===== config.mk =====
export PLATFORM = sky130hd
export DESIGN_NAME = nmea_gll_position_parser
export DESIGN_NICKNAME = d
export VERILOG_FILES = /design/src/ngp_pkg.sv /design/src/nmea_gll_position_parser.sv /design/src/ngp_parser.sv /design/src/ngp_coord.sv
export VERILOG_INCLUDE_DIRS = /design/src /design/src/src
export SDC_FILE = /design/constraint.sdc
export NUM_CORES = 1
export LEC_CHECK = 0
export ABC_AREA = 0
export BUFFER_PORTS_ARGS = -buffer_cell sky130_fd_sc_hd__buf_2
export CAP_MARGIN = 20
export CORE_UTILIZATION = 35
export CTS_BUF_LIST = sky130_fd_sc_hd__clkbuf_16
export DETAILED_ROUTE_END_ITERATION = 12
export GPL_ROUTABILITY_DRIVEN = 1
export GPL_TIMING_DRIVEN = 0
export PLACE_DENSITY = 0.5
export SLEW_MARGIN = 20
export SYNTH_ARGS = -nofsm -noshare
export SYNTH_HDL_FRONTEND = slang
export SYNTH_SLANG_ARGS = --single-unit

===== constraint.sdc =====
create_clock -name clock -period 10.6 [get_ports clock]
set_input_delay 1.59 -clock clock [delete_from_list [all_inputs] [get_ports clock]]
set_output_delay 1.59 -clock clock [all_outputs]
set_load 0.02 [all_outputs]

===== src/nmea_gll_position_parser_assert.svh =====
// Assertion helpers for the GLL position parser.
// Building with SYNTH defined leaves the checks out.
`ifndef NMEA_GLL_POSITION_PARSER_ASSERT_SVH
`define NMEA_GLL_POSITION_PARSER_ASSERT_SVH

`ifndef SYNTH

// expr must hold at every clock edge outside reset
`define NGP_ASSERT_ALWAYS(label, clk, rst, expr) \
   label: assert property (@(posedge clk) disable iff (rst) (expr)) \
      else $error("nmea gll parser: invariant violated");

// cons must hold in the cycle after ante
`define NGP_ASSERT_NEXT(label, clk, rst, ante, cons) \
   label: assert property (@(posedge clk) disable iff (rst) (ante) |=> (cons)) \
      else $error("nmea gll parser: sequence check failed");

`else

`define NGP_ASSERT_ALWAYS(label, clk, rst, expr)
`define NGP_ASSERT_NEXT(label, clk, rst, ante, cons)

`endif

`endif


===== src/ngp_pkg.sv =====
package ngp_pkg;

   localparam logic [7:0] CHAR_DOLLAR = 8'h24;
   localparam logic [7:0] CHAR_POINT  = 8'h2E;
   localparam logic [7:0] CHAR_ZERO   = 8'h30;
   localparam logic [7:0] CHAR_NINE   = 8'h39;

   // sentence positions
   localparam logic [5:0] POS_HDR_END  = 6'd5;
   localparam logic [5:0] POS_COMMA    = 6'd6;
   localparam logic [5:0] POS_LAT_DEG  = 6'd7;
   localparam logic [5:0] POS_LAT_MIN  = 6'd9;
   localparam logic [5:0] POS_LAT_PT   = 6'd11;
   localparam logic [5:0] POS_LAT_EMIT = 6'd17;
   localparam logic [5:0] POS_AFTER_LAT = 6'd18;
   localparam logic [5:0] POS_LON_DEG  = 6'd20;
   localparam logic [5:0] POS_LON_MIN  = 6'd23;
   localparam logic [5:0] POS_LON_PT   = 6'd25;
   localparam logic [5:0] POS_LON_EMIT = 6'd31;
   localparam logic [5:0] POS_IDLE     = 6'd63;

   localparam int         DEG_W  = 10;
   localparam int         MIN_W  = 24;
   localparam int         COORD_W = 34;
   localparam int         FRAC_W = 25;
   localparam logic [COORD_W-1:0] DEG_SCALE = 34'd10000000;
   // floor(x / 3) = (x * RECIP3) >> 33 for any x below 2**32
   localparam logic [31:0] RECIP3 = 32'hAAAAAAAB;
   localparam int          RECIP3_SHIFT = 33;
   // largest fraction: floor((2**24 - 1) * 5 / 3)
   localparam logic [FRAC_W-1:0] FRAC_MAX = 25'd27962025;

   typedef struct packed {
      logic                   is_lon;
      logic [DEG_W-1:0]       deg;
      logic [MIN_W-1:0]       minute;
   } coord_req_type;

   function automatic logic [7:0] hdr_letter(input logic [2:0] idx);
      logic [7:0] ch;
      unique case (idx)
         3'd0:    ch = 8'h47; // G
         3'd1:    ch = 8'h4E; // N
         3'd2:    ch = 8'h47; // G
         3'd3:    ch = 8'h4C; // L
         default: ch = 8'h4C; // L
      endcase
      return ch;
   endfunction

endpackage


===== src/nmea_gll_position_parser.sv =====
// GLL position sentence parser. Feed the received character stream one byte
// per word on req_; a '$' restarts the sentence at any point. When the header
// reads "$GNGLL", the latitude and then the longitude magnitude come out on
// rsp_ as one word each, in units of 1e-7 degree (deg*1e7 + floor(min*5/3),
// minutes counted in 1e-5); rsp_tuser is 0 for latitude and 1 for longitude,
// hemisphere letters are ignored. Input bytes are taken one per clock,
// indefinitely, as long as results are drained. A result is offered on rsp_
// after the byte that follows its minute field is taken: that byte sits in
// the input register, the scaled values are captured in the product register
// and their sum in the result register. Throughput is set by the parser
// update on the input register; the degree and minute scaling multiplies sit
// in a stage of their own and add latency only.
module nmea_gll_position_parser (
   input  logic        clock,
   input  logic        reset,
   // byte stream in
   input  logic        req_tvalid,
   output logic        req_tready,
   input  logic [7:0]  req_tdata,   // [7:0] rx_byte
   // coordinate out
   output logic        rsp_tvalid,
   input  logic        rsp_tready,
   output logic [39:0] rsp_tdata,   // [33:0] degrees_e7, [39:34] zero
   output logic [0:0]  rsp_tuser    // [0] is_longitude
);
   import ngp_pkg::*;

   // parser -> scaling handoff: one word per finished coordinate
   logic          emit_valid;
   logic          emit_ready;
   coord_req_type emit_data;

   // character position tracking, header match and digit accumulation
   ngp_parser u_parser (
      .clock      (clock),
      .reset      (reset),
      .req_tvalid (req_tvalid),
      .req_tready (req_tready),
      .req_tdata  (req_tdata),
      .emit_valid (emit_valid),
      .emit_ready (emit_ready),
      .emit_data  (emit_data)
   );

   // scaling to 1e-7 degree, with its own output register
   ngp_coord u_coord (
      .clock      (clock),
      .reset      (reset),
      .emit_valid (emit_valid),
      .emit_ready (emit_ready),
      .emit_data  (emit_data),
      .rsp_tvalid (rsp_tvalid),
      .rsp_tready (rsp_tready),
      .rsp_tdata  (rsp_tdata),
      .rsp_tuser  (rsp_tuser)
   );

endmodule


===== src/ngp_parser.sv =====
`include "nmea_gll_position_parser_assert.svh"

module ngp_parser (
   input  logic                  clock,
   input  logic                  reset,
   input  logic                  req_tvalid,
   output logic                  req_tready,
   input  logic [7:0]            req_tdata,   // [7:0] rx_byte
   output logic                  emit_valid,
   input  logic                  emit_ready,
   output ngp_pkg::coord_req_type emit_data
);
   import ngp_pkg::*;

   logic             a_valid_ff, a_valid_in;
   logic [7:0]       a_byte_ff;
   logic             a_go;

   logic [5:0]       pos_ff, pos_in;
   logic             hm_ff, hm_in;
   logic [DEG_W-1:0] deg_ff, deg_in;
   logic [MIN_W-1:0] min_ff, min_in;
   logic             end_ff, end_in;
   logic             emit_lon;

   logic [5:0]       pe;
   logic [DEG_W-1:0] deg_b;
   logic [MIN_W-1:0] min_b;
   logic             end_b;
   logic             is_digit;
   logic [3:0]       digit;
   logic             in_deg, in_min, at_point;

   assign is_digit = (a_byte_ff >= CHAR_ZERO) && (a_byte_ff <= CHAR_NINE);
   assign digit    = a_byte_ff[3:0];

   always_comb begin
      pos_in     = pos_ff;
      hm_in      = hm_ff;
      deg_in     = deg_ff;
      min_in     = min_ff;
      end_in     = end_ff;
      emit_valid = 1'b0;
      emit_lon   = 1'b0;

      // the first latitude digit arrives while still at the comma slot
      pe = (pos_ff == POS_COMMA) ? POS_LAT_DEG : pos_ff;

      deg_b = deg_ff;
      min_b = min_ff;
      end_b = end_ff;
      if (pe == POS_LAT_DEG || pe == POS_LON_DEG) begin
         deg_b = '0;
         end_b = 1'b0;
      end
      if (pe == POS_LAT_MIN || pe == POS_LON_MIN) begin
         min_b = '0;
         end_b = 1'b0;
      end
      in_deg   = (pe >= POS_LAT_DEG && pe < POS_LAT_MIN) ||
                 (pe >= POS_LON_DEG && pe < POS_LON_MIN);
      in_min   = (pe >= POS_LAT_MIN && pe < POS_LAT_EMIT) ||
                 (pe >= POS_LON_MIN && pe < POS_LON_EMIT);
      at_point = (pe == POS_LAT_PT) || (pe == POS_LON_PT);

      if (a_valid_ff) begin
         if (a_byte_ff == CHAR_DOLLAR) begin
            pos_in = '0;
            hm_in  = 1'b1;
         end else if (pos_ff < POS_HDR_END) begin
            if (a_byte_ff != hdr_letter(pos_ff[2:0])) begin
               hm_in = 1'b0;
            end
            pos_in = pos_ff + 6'd1;
         end else if (pos_ff == POS_HDR_END) begin
            pos_in = POS_COMMA;
         end else begin
            pos_in = pe;
            if (pe <= POS_LON_EMIT && hm_ff) begin
               if (pe == POS_LAT_EMIT) begin
                  emit_valid = 1'b1;
                  pos_in     = POS_AFTER_LAT;
               end else if (pe == POS_LON_EMIT) begin
                  emit_valid = 1'b1;
                  emit_lon   = 1'b1;
                  pos_in     = POS_IDLE;
               end else begin
                  pos_in = pe + 6'd1;
                  if (in_deg) begin
                     end_in = end_b;
                     deg_in = deg_b;
                     if (!end_b && is_digit) begin
                        deg_in = (deg_b * 10'd10) + {6'd0, digit};
                     end else begin
                        end_in = 1'b1;
                     end
                  end else if (in_min) begin
                     end_in = end_b;
                     min_in = min_b;
                     if (at_point) begin
                        if (a_byte_ff != CHAR_POINT) begin
                           end_in = 1'b1;
                        end
                     end else if (!end_b && is_digit) begin
                        min_in = (min_b * 24'd10) + {20'd0, digit};
                     end else begin
                        end_in = 1'b1;
                        min_in = min_b * 24'd10;
                     end
                  end
               end
            end
         end
      end
   end

   assign a_go       = a_valid_ff && (!emit_valid || emit_ready);
   assign req_tready = !a_valid_ff || a_go;

   always_comb begin
      a_valid_in = a_valid_ff;
      if (req_tvalid && req_tready) begin
         a_valid_in = 1'b1;
      end else if (a_go) begin
         a_valid_in = 1'b0;
      end
   end

   always_ff @(posedge clock) begin
      if (reset) begin
         a_valid_ff <= 1'b0;
         pos_ff     <= POS_IDLE;
         hm_ff      <= 1'b0;
         deg_ff     <= '0;
         min_ff     <= '0;
         end_ff     <= 1'b0;
      end else begin
         a_valid_ff <= a_valid_in;
         if (a_go) begin
            pos_ff <= pos_in;
            hm_ff  <= hm_in;
            deg_ff <= deg_in;
            min_ff <= min_in;
            end_ff <= end_in;
         end
      end
   end

   always_ff @(posedge clock) begin
      if (req_tvalid && req_tready) begin
         a_byte_ff <= req_tdata;
      end
   end

   assign emit_data.is_lon = emit_lon;
   assign emit_data.deg    = deg_ff;
   assign emit_data.minute = min_ff;

   `NGP_ASSERT_ALWAYS(a_pos_range, clock, reset, (pos_ff <= POS_LON_EMIT) || (pos_ff == POS_IDLE))
   `NGP_ASSERT_ALWAYS(a_emit_needs_header, clock, reset, !emit_valid || hm_ff)
   `NGP_ASSERT_NEXT(a_lon_goes_idle, clock, reset, a_go && emit_valid && emit_lon, pos_ff == POS_IDLE)

endmodule


===== src/ngp_coord.sv =====
`include "nmea_gll_position_parser_assert.svh"

module ngp_coord (
   input  logic                   clock,
   input  logic                   reset,
   input  logic                   emit_valid,
   output logic                   emit_ready,
   input  ngp_pkg::coord_req_type emit_data,
   output logic                   rsp_tvalid,
   input  logic                   rsp_tready,
   output logic [39:0]            rsp_tdata,   // [33:0] degrees_e7, [39:34] zero
   output logic [0:0]             rsp_tuser    // [0] is_longitude
);
   import ngp_pkg::*;

   localparam int PROD_W = 27 + 32;

   // product stage
   logic               p_valid_ff, p_valid_in;
   logic               p_lon_ff;
   logic [COORD_W-1:0] p_deg_e7_ff, p_deg_e7_in;
   logic [FRAC_W-1:0]  p_frac_ff, p_frac_in;
   logic               p_go;
   logic [26:0]        min5;
   logic [PROD_W-1:0]  prod;

   // result stage
   logic               r_valid_ff, r_valid_in;
   logic               r_lon_ff;
   logic [COORD_W-1:0] r_coord_ff;

   assign min5        = {3'd0, emit_data.minute} * 27'd5;
   assign prod        = PROD_W'(min5) * PROD_W'(RECIP3);
   assign p_frac_in   = prod[RECIP3_SHIFT +: FRAC_W];
   assign p_deg_e7_in = COORD_W'(emit_data.deg) * DEG_SCALE;

   assign p_go       = p_valid_ff && (!r_valid_ff || rsp_tready);
   assign emit_ready = !p_valid_ff || p_go;

   always_comb begin
      p_valid_in = p_valid_ff;
      if (emit_valid && emit_ready) begin
         p_valid_in = 1'b1;
      end else if (p_go) begin
         p_valid_in = 1'b0;
      end
      r_valid_in = r_valid_ff;
      if (p_go) begin
         r_valid_in = 1'b1;
      end else if (rsp_tready) begin
         r_valid_in = 1'b0;
      end
   end

   always_ff @(posedge clock) begin
      if (reset) begin
         p_valid_ff <= 1'b0;
         r_valid_ff <= 1'b0;
      end else begin
         p_valid_ff <= p_valid_in;
         r_valid_ff <= r_valid_in;
      end
   end

   always_ff @(posedge clock) begin
      if (emit_valid && emit_ready) begin
         p_lon_ff    <= emit_data.is_lon;
         p_deg_e7_ff <= p_deg_e7_in;
         p_frac_ff   <= p_frac_in;
      end
      if (p_go) begin
         r_lon_ff   <= p_lon_ff;
         r_coord_ff <= p_deg_e7_ff + COORD_W'(p_frac_ff);
      end
   end

   assign rsp_tvalid = r_valid_ff;
   assign rsp_tdata  = {6'd0, r_coord_ff};
   assign rsp_tuser  = r_lon_ff;

   `NGP_ASSERT_ALWAYS(a_frac_bound, clock, reset, !p_valid_ff || (p_frac_ff <= FRAC_MAX))
   `NGP_ASSERT_NEXT(a_prod_to_result, clock, reset, p_go, r_valid_ff)
   `NGP_ASSERT_NEXT(a_prod_holds, clock, reset, p_valid_ff && !p_go, p_valid_ff && $stable(p_deg_e7_ff) && $stable(p_frac_ff))

endmodule

After elaboration in Yosys (flattened, before gate mapping)
Index checks and enable logic that the tools add are counted.
{"block": "op_classes", "eq_ne": 15, "bitwise": 8, "n_lt_le_gt_ge": 12, "multipliers": 5, "n_mux": 39, "reduce_logical": 39, "add_sub_neg": 5}
{"cell": "$mux W24", "count": 3}
{"cell": "$mul A27 B32 Y58 const B", "count": 1}
{"cell": "$mux W6", "count": 7}
{"cell": "$add A34 B25 Y34", "count": 1}
{"cell": "$eq A6 B5 Y1 const B", "count": 5}
{"cell": "$mul A10 B17 Y27 const B", "count": 1}
{"cell": "$mul A24 B3 Y27 const B", "count": 1}
{"cell": "$add A24 B4 Y24", "count": 1}
{"cell": "$mul A24 B3 Y23 const B", "count": 1}
{"cell": "$mux W8", "count": 3}
{"cell": "$mux W1", "count": 23}
{"cell": "$mux W10", "count": 2}
{"cell": "$eq A6 B3 Y1 const B", "count": 3}
{"cell": "$lt A6 B5 Y1 const B", "count": 3}
{"cell": "$reduce_and A9 Y1", "count": 2}
{"cell": "$add A6 B1 Y6 const B", "count": 2}
{"cell": "$eq A6 B4 Y1 const B", "count": 2}
{"cell": "$ge A6 B5 Y1 const B", "count": 2}
{"cell": "$reduce_bool A2 Y1", "count": 6}
{"cell": "$logic_and A1 B1 Y1", "count": 11}
{"cell": "$add A10 B4 Y10", "count": 1}
{"cell": "$mul A10 B3 Y9 const B", "count": 1}
{"cell": "$reduce_and A10 Y1", "count": 1}
{"cell": "$logic_or A1 B1 Y1", "count": 9}
{"cell": "20 further kinds", "count": 31}
{"block": "totals", "inputBits": 12, "output_inout_bits": 43, "word_cells": 137, "regBits": 141}

Depth between registers and ports, before layout
{"block": "depth", "depth_word": 16, "mapped_depth": 36, "mapped_depth_nobuf": 36}

Hierarchy
From an unflattened synthesis, not the netlist that was laid out.
{"block": "unflattened", "hier_cells": 2370, "area_unflattened_um2": 22485.3}
{"mod": "ngp_coord", "seq_area_each_um2": 2682.6, "instances": 1, "cells_per_inst": 1703, "area_per_inst_um2": 17209.0}
{"mod": "ngp_parser", "seq_area_each_um2": 1101.1, "instances": 1, "cells_per_inst": 667, "area_per_inst_um2": 5276.3}

Worst setup path after synthesis
Ideal clock, no wire load.
{"block": "synth_timing", "path_type": "register -> register", "startpoint": "reg u_parser.min_ff[1]", "endpoint": "reg u_coord.p_frac_ff[15] (data pin)", "path_slack_ns": 1.510, "setup_time_ns": 0.258, "path_buffers": 0, "path_stages_with_launch": 34, "arrival_ns": 8.832, "period_less_slack_ns": 9.090, "path_cell_list": "dfxtp_1 ha_1 ha_1 inv_1 fa_1 nor2b_1 o21ai_0 a21boi_1 o21a_1 o31ai_1 a211o_1 and3_1 o2111a_1 or3_1 fa_1 inv_1 fa_1 fa_1 fa_1 inv_1 fa_1 inv_1 fa_1 inv_1 ha_1 and3_1 a221o_1 a31o_1 a22o_1 nor2_1 o21ai_1 a2111o_1 a31oi_1 xnor2_1"}
{"block": "synth_via", "elab_chain_len": 2}
{"element": "from (decl)", "line_no": "ngp_parser.sv:22", "text": "logic [MIN_W-1:0] min_ff, min_in;"}
{"element": "from (signal assigned)", "line_no": "ngp_parser.sv:143", "text": "min_ff <= min_in;"}
{"element": "$mul A24 B3 Y27", "line_no": "ngp_coord.sv:32", "text": "assign min5 = {3'd0, emit_data.minute} * 27'd5;"}
{"element": "$mul A27 B32 Y58", "line_no": "ngp_coord.sv:33", "text": "assign prod = PROD_W'(min5) * PROD_W'(RECIP3);"}
{"element": "named net u_coord.prod[48]", "line_no": "ngp_coord.sv:25", "text": "logic [PROD_W-1:0] prod;"}
{"element": "to (signal assigned)", "line_no": "ngp_coord.sv:69", "text": "p_frac_ff <= p_frac_in;"}
{"element": "to (decl)", "line_no": "ngp_coord.sv:22", "text": "logic [FRAC_W-1:0] p_frac_ff, p_frac_in;"}
The timed path passes the listed nets, and every way through them passes these cells.
A chain may end at the register's enable or synchronous reset.

Worst setup path after layout
Same ends and word-level chain as after synthesis.

==> impl_metrics.py <==
metrics = {
    "timing": {
        "period_share_pct": 94.26,
        "layout_min_cycle_time_ns": 9.991,
        "hold_violations": 0,
        "slew_violations": 0,
        "rsz0062_at_grt": "no",
        "relSlewSlack_pct": 38.48,
        "fin_skew_ns": 0.01539,
        "worst_pin_slew_ns": 0.9194,
        "setup-tns-final_ns": 0,
        "fmax_mhz": 100.1,
        "setup_violations": 0,
    },
    "die": {
        "io_pins": 55,
        "core_area_um2": 62050,
        "die_y_um": 253.5,
        "die-width_um": 253.5,
        "num_rows": 91,
        "dieArea_um2": 64260,
        "start_util_pct": 35.68,
    },
    "critical_path": {
        "r2r-end": "u_coord.p_frac_ff[15]$_DFFE_PP_",
        "crit_top_cell": "fa_1",
        "critPathMaxFanout": 7,
        "start_kind": "flop",
        "worstPathRequired_ns": 10.79,
        "reg2reg_slack_ns": 0.61,
        "slowest_stage": "fa_1",
        "crit_arrival_ns": 10.19,
        "critPathKind": "flop to flop",
        "worst_r2r_path_depth": 34,
        "r2r_start": "u_parser.min_ff[1]$_SDFFE_PP0P_",
        "max_stage_delay_ns": 0.71,
        "end_kind": "flop",
    },
    "synthesis": {
        "synth_seq_cells": 141,
        "synth_ff_type": "edfxtp_1",
        "seq_area_frac_synth_pct": 17.09,
        "syn-cell-area_um2": 22140,
        "synth_cell_types": 89,
        "synth_edf_count": 96,
        "async_flop_share_pct": 0,
        "syn-instance-count": 2315,
        "synth.avg_cell_area_um2": 9.563,
        "ys_warn_count": 0,
    },
    "grt": {
        "grt.overflow.total": 0,
        "met1_usage_pct": 22.17,
        "track_usage_pct": 16.02,
        "globalRouteMet2Util_pct": 26.60,
        "grt_antenna_before_repair": 0,
        "met3_usage_pct": 1.864,
        "top_usage_layer": "met2",
        "grt_pass1_vias": 16320,
        "grt_max_degree": 26,
        "grt_pass1_wl_um": 81970,
    },
    "clock_network": {
        "clkSlewWorstSetupHoldPaths_ns": 0.07,
        "post_cts_buffers": 0,
        "cts_tree": "yes",
        "numCtsBuffers": 17,
        "cts_sinks": 141,
        "cts_root_buffer": "clkbuf_16",
        "htree_num_levels": 4,
        "insertion_delay_ns": 0.46,
        "clockBufferDepth": 2,
    },
    "power_and_ir_drop": {
        "p_leak_uw": 0.01285,
        "cellPowerDensity_nw_per_um2": 50.36,
        "peakVddDrop_mv": 0.1157,
        "power.total_uw": 1216,
    },
    "finish": {
        "drive_gt1_share_pct": 5.119,
        "regArea_um2": 3786,
        "syn2layout_area_growth_pct": 9.032,
        "fill_cells": 6234,
        "nets": 3064,
        "multi_input_area_um2": 16430,
        "n_antenna_cell": 0,
        "fin_cells": 3240,
    },
    "detailed_routing": {
        "drt_iter0_drc": 571,
        "dr_total_vias": 15830,
        "via_per_inst": 4.886,
        "drt_wl_total_um": 49190,
        "wl_per_cell_um": 15.18,
        "drt_pass1_iterations": 5,
        "antenna_left": 0,
        "drc": 0,
    },
    "min_path": {
        "hold_end": "u_coord.r_coord_ff[0]$_DFFE_PP_",
        "whs_path_depth": 0,
        "hold_path_startpoint": "u_coord.p_frac_ff[0]$_DFFE_PP_",
        "hp-class": "flop to flop",
    },
    "place": {
        "io_buffers": 48,
        "dp.cells": 3208,
        "dpl.hpwl_um": 42950,
        "place_congestion": 0.8676,
    },
    "flow_run": {
        "drv_cap": 0,
    },
    "status": {
        "status": "complete, no violations",
    },
}
## logic make-up (layout without fill, tap and decap cells)
| logic type | Yosys count | count (layout) | synth area share [%] |
|---|---|---|---|
| xor gates and xnor gates | 146 | 146 | 5.810 |
| adders and majority gates | 662 | 662 | 45.48 |
| and+or+nand+nor | 456 | 456 | 10.61 |
| other | 1 | 6 | 0.01694 |
| AOI/OAI and AO/OA | 380 | 380 | 11.59 |
| DFF | 141 | 141 | 17.09 |
| muxes | 9 | 9 | 0.4239 |
| buffers and inverters | 520 | 603 | 8.975 |
## synth_stat cells (all sizes together), types with 18 or more instances
library cell / number / share of area (%)
xnor2: 103 / 4.1
nor2: 129 / 2.2
o21ai: 67 / 1.5
nand2: 83 / 1.4
fa: 238 / 22
and3: 25 / 0.71
clkbuf: 26 / 0.44
a21o: 44 / 1.5
a22oi: 20 / 0.68
a21oi: 105 / 2.4
nand3: 34 / 0.77
xor2: 43 / 1.7
nor2b: 26 / 0.73
and2: 36 / 1.0
nor3: 32 / 0.75
o21a: 18 / 0.61
edfxtp: 96 / 13
ha: 424 / 24
inv: 482 / 8.2
dfxtp: 45 / 4.1
## final cells by class
| cell class | instances | share of cell area [%] |
|---|---|---|
| clock inverter | 15 | 0.6065 |
| buffer | 38 | 0.7361 |
| timing repair buffer | 51 | 1.306 |
| clock buffer | 17 | 1.762 |
| inverter | 482 | 7.495 |
| sequential | 141 | 15.69 |
| tap | 837 | 4.339 |
| multi-input combinational | 1659 | 68.07 |
## per-stage QoR
step	setup WS, ns	hold slack, ns	instance area, µm²	utilization (%)
2_1_floorplan	1.510	0.4003	22160	-
3_5_place_dp	-0.09342	0.4056	23540	37.93
3_3_place_gp	-0.08837	0.4017	23450	37.78
6_report	0.6085	0.4194	24140	38.90
4_1_cts	0.1629	0.4213	24120	38.86
5_1_grt	0.007633	0.4275	24140	38.90
## layout by cell type, fill, tap and decap left out, types with 7 or more instances in the layout
cell type / count
nand2_1: 83
o21ai_1: 18
or3_1: 15
nor2b_1: 25
nand2b_1: 16
xnor2_1: 102
buf_2: 52
and3_1: 25
nor2_1: 129
nand3_1: 34
and2_1: 36
a31oi_1: 11
clkbuf_1: 26
nor3_1: 31
o21a_1: 18
nand4_1: 13
clkbuf_16: 17
inv_6: 7
a21o_1: 44
fa_1: 237
o21ai_0: 49
a22oi_1: 20
a21oi_1: 103
a211oi_1: 16
a221o_1: 7
o21bai_1: 11
edfxtp_1: 96
dfxtp_1: 43
xor2_1: 43
inv_1: 482
ha_1: 424
## timing repair
item | 4_1_cts | 5_1_grt
resized for setup | 1 | 5
setup endpoints to repair | 4 | 12
hold buffers | 0 | 0
## how the worst max path moves through the flow
stage                               startpoint  slack (ns)  depth (start not counted)                              end
4_1_cts        u_parser.min_ff[1]$_SDFFE_PP0P_        0.16                         32  u_coord.p_frac_ff[24]$_DFFE_PP_
6_report       u_parser.min_ff[1]$_SDFFE_PP0P_        0.61                         34  u_coord.p_frac_ff[15]$_DFFE_PP_
3_3_place_gp   u_parser.min_ff[1]$_SDFFE_PP0P_       -0.09                         32  u_coord.p_frac_ff[24]$_DFFE_PP_
5_1_grt        u_parser.min_ff[1]$_SDFFE_PP0P_       0.008                         34  u_coord.p_frac_ff[15]$_DFFE_PP_
3_5_place_dp   u_parser.min_ff[1]$_SDFFE_PP0P_       -0.09                         32  u_coord.p_frac_ff[24]$_DFFE_PP_
2_1_floorplan  u_parser.min_ff[1]$_SDFFE_PP0P_        1.51                         33  u_coord.p_frac_ff[15]$_DFFE_PP_
## metal layers
| layer | wire length (µm) | up-vias |
|---|---|---|
| li1 | - | 7937 |
| met1 | 24420 | 7687 |
| met2 | 23030 | 178 |
| met3 | 1153 | 30 |
| met4 | 591 | 0 |
| met5 | 0 | - |
## critical path, delay by kind of cell, from the launching register on
kind                     cells  cell delay [ns]
AO/OA/AOI/OAI               11             2.61
XOR/XNOR                     2             0.39
adder cells (fa/ha/maj)     11             5.09
buffers and inverters        5             0.33
flip-flops                   1             0.40
AND/OR/NAND/NOR              5             0.93
## registers in the layout, summed over array words and instances (netlist names)
register             count
u_coord.p_deg_e7_ff     27
u_coord.p_frac_ff       25
u_coord.p_lon_ff         1
u_coord.p_valid_ff       1
u_coord.r_coord_ff      34
u_coord.rsp_tuser        1
u_coord.rsp_tvalid       1
u_parser.a_byte_ff       8
u_parser.a_valid_ff      1
u_parser.deg_ff         10
u_parser.end_ff          1
u_parser.hm_ff           1
u_parser.min_ff         24
u_parser.pos_ff          6
## where the power goes
part	internal, µW	switching [µW]	total, µW	leakage, µW
Combinational	13.4	21.9	35.3	0.0113
Sequential	585	5.42	590	0.00125
Clock	312	279	590	0.000285
Total	910	306	1220	0.0128
No activity file was read; power rests on OpenSTA's default activity.
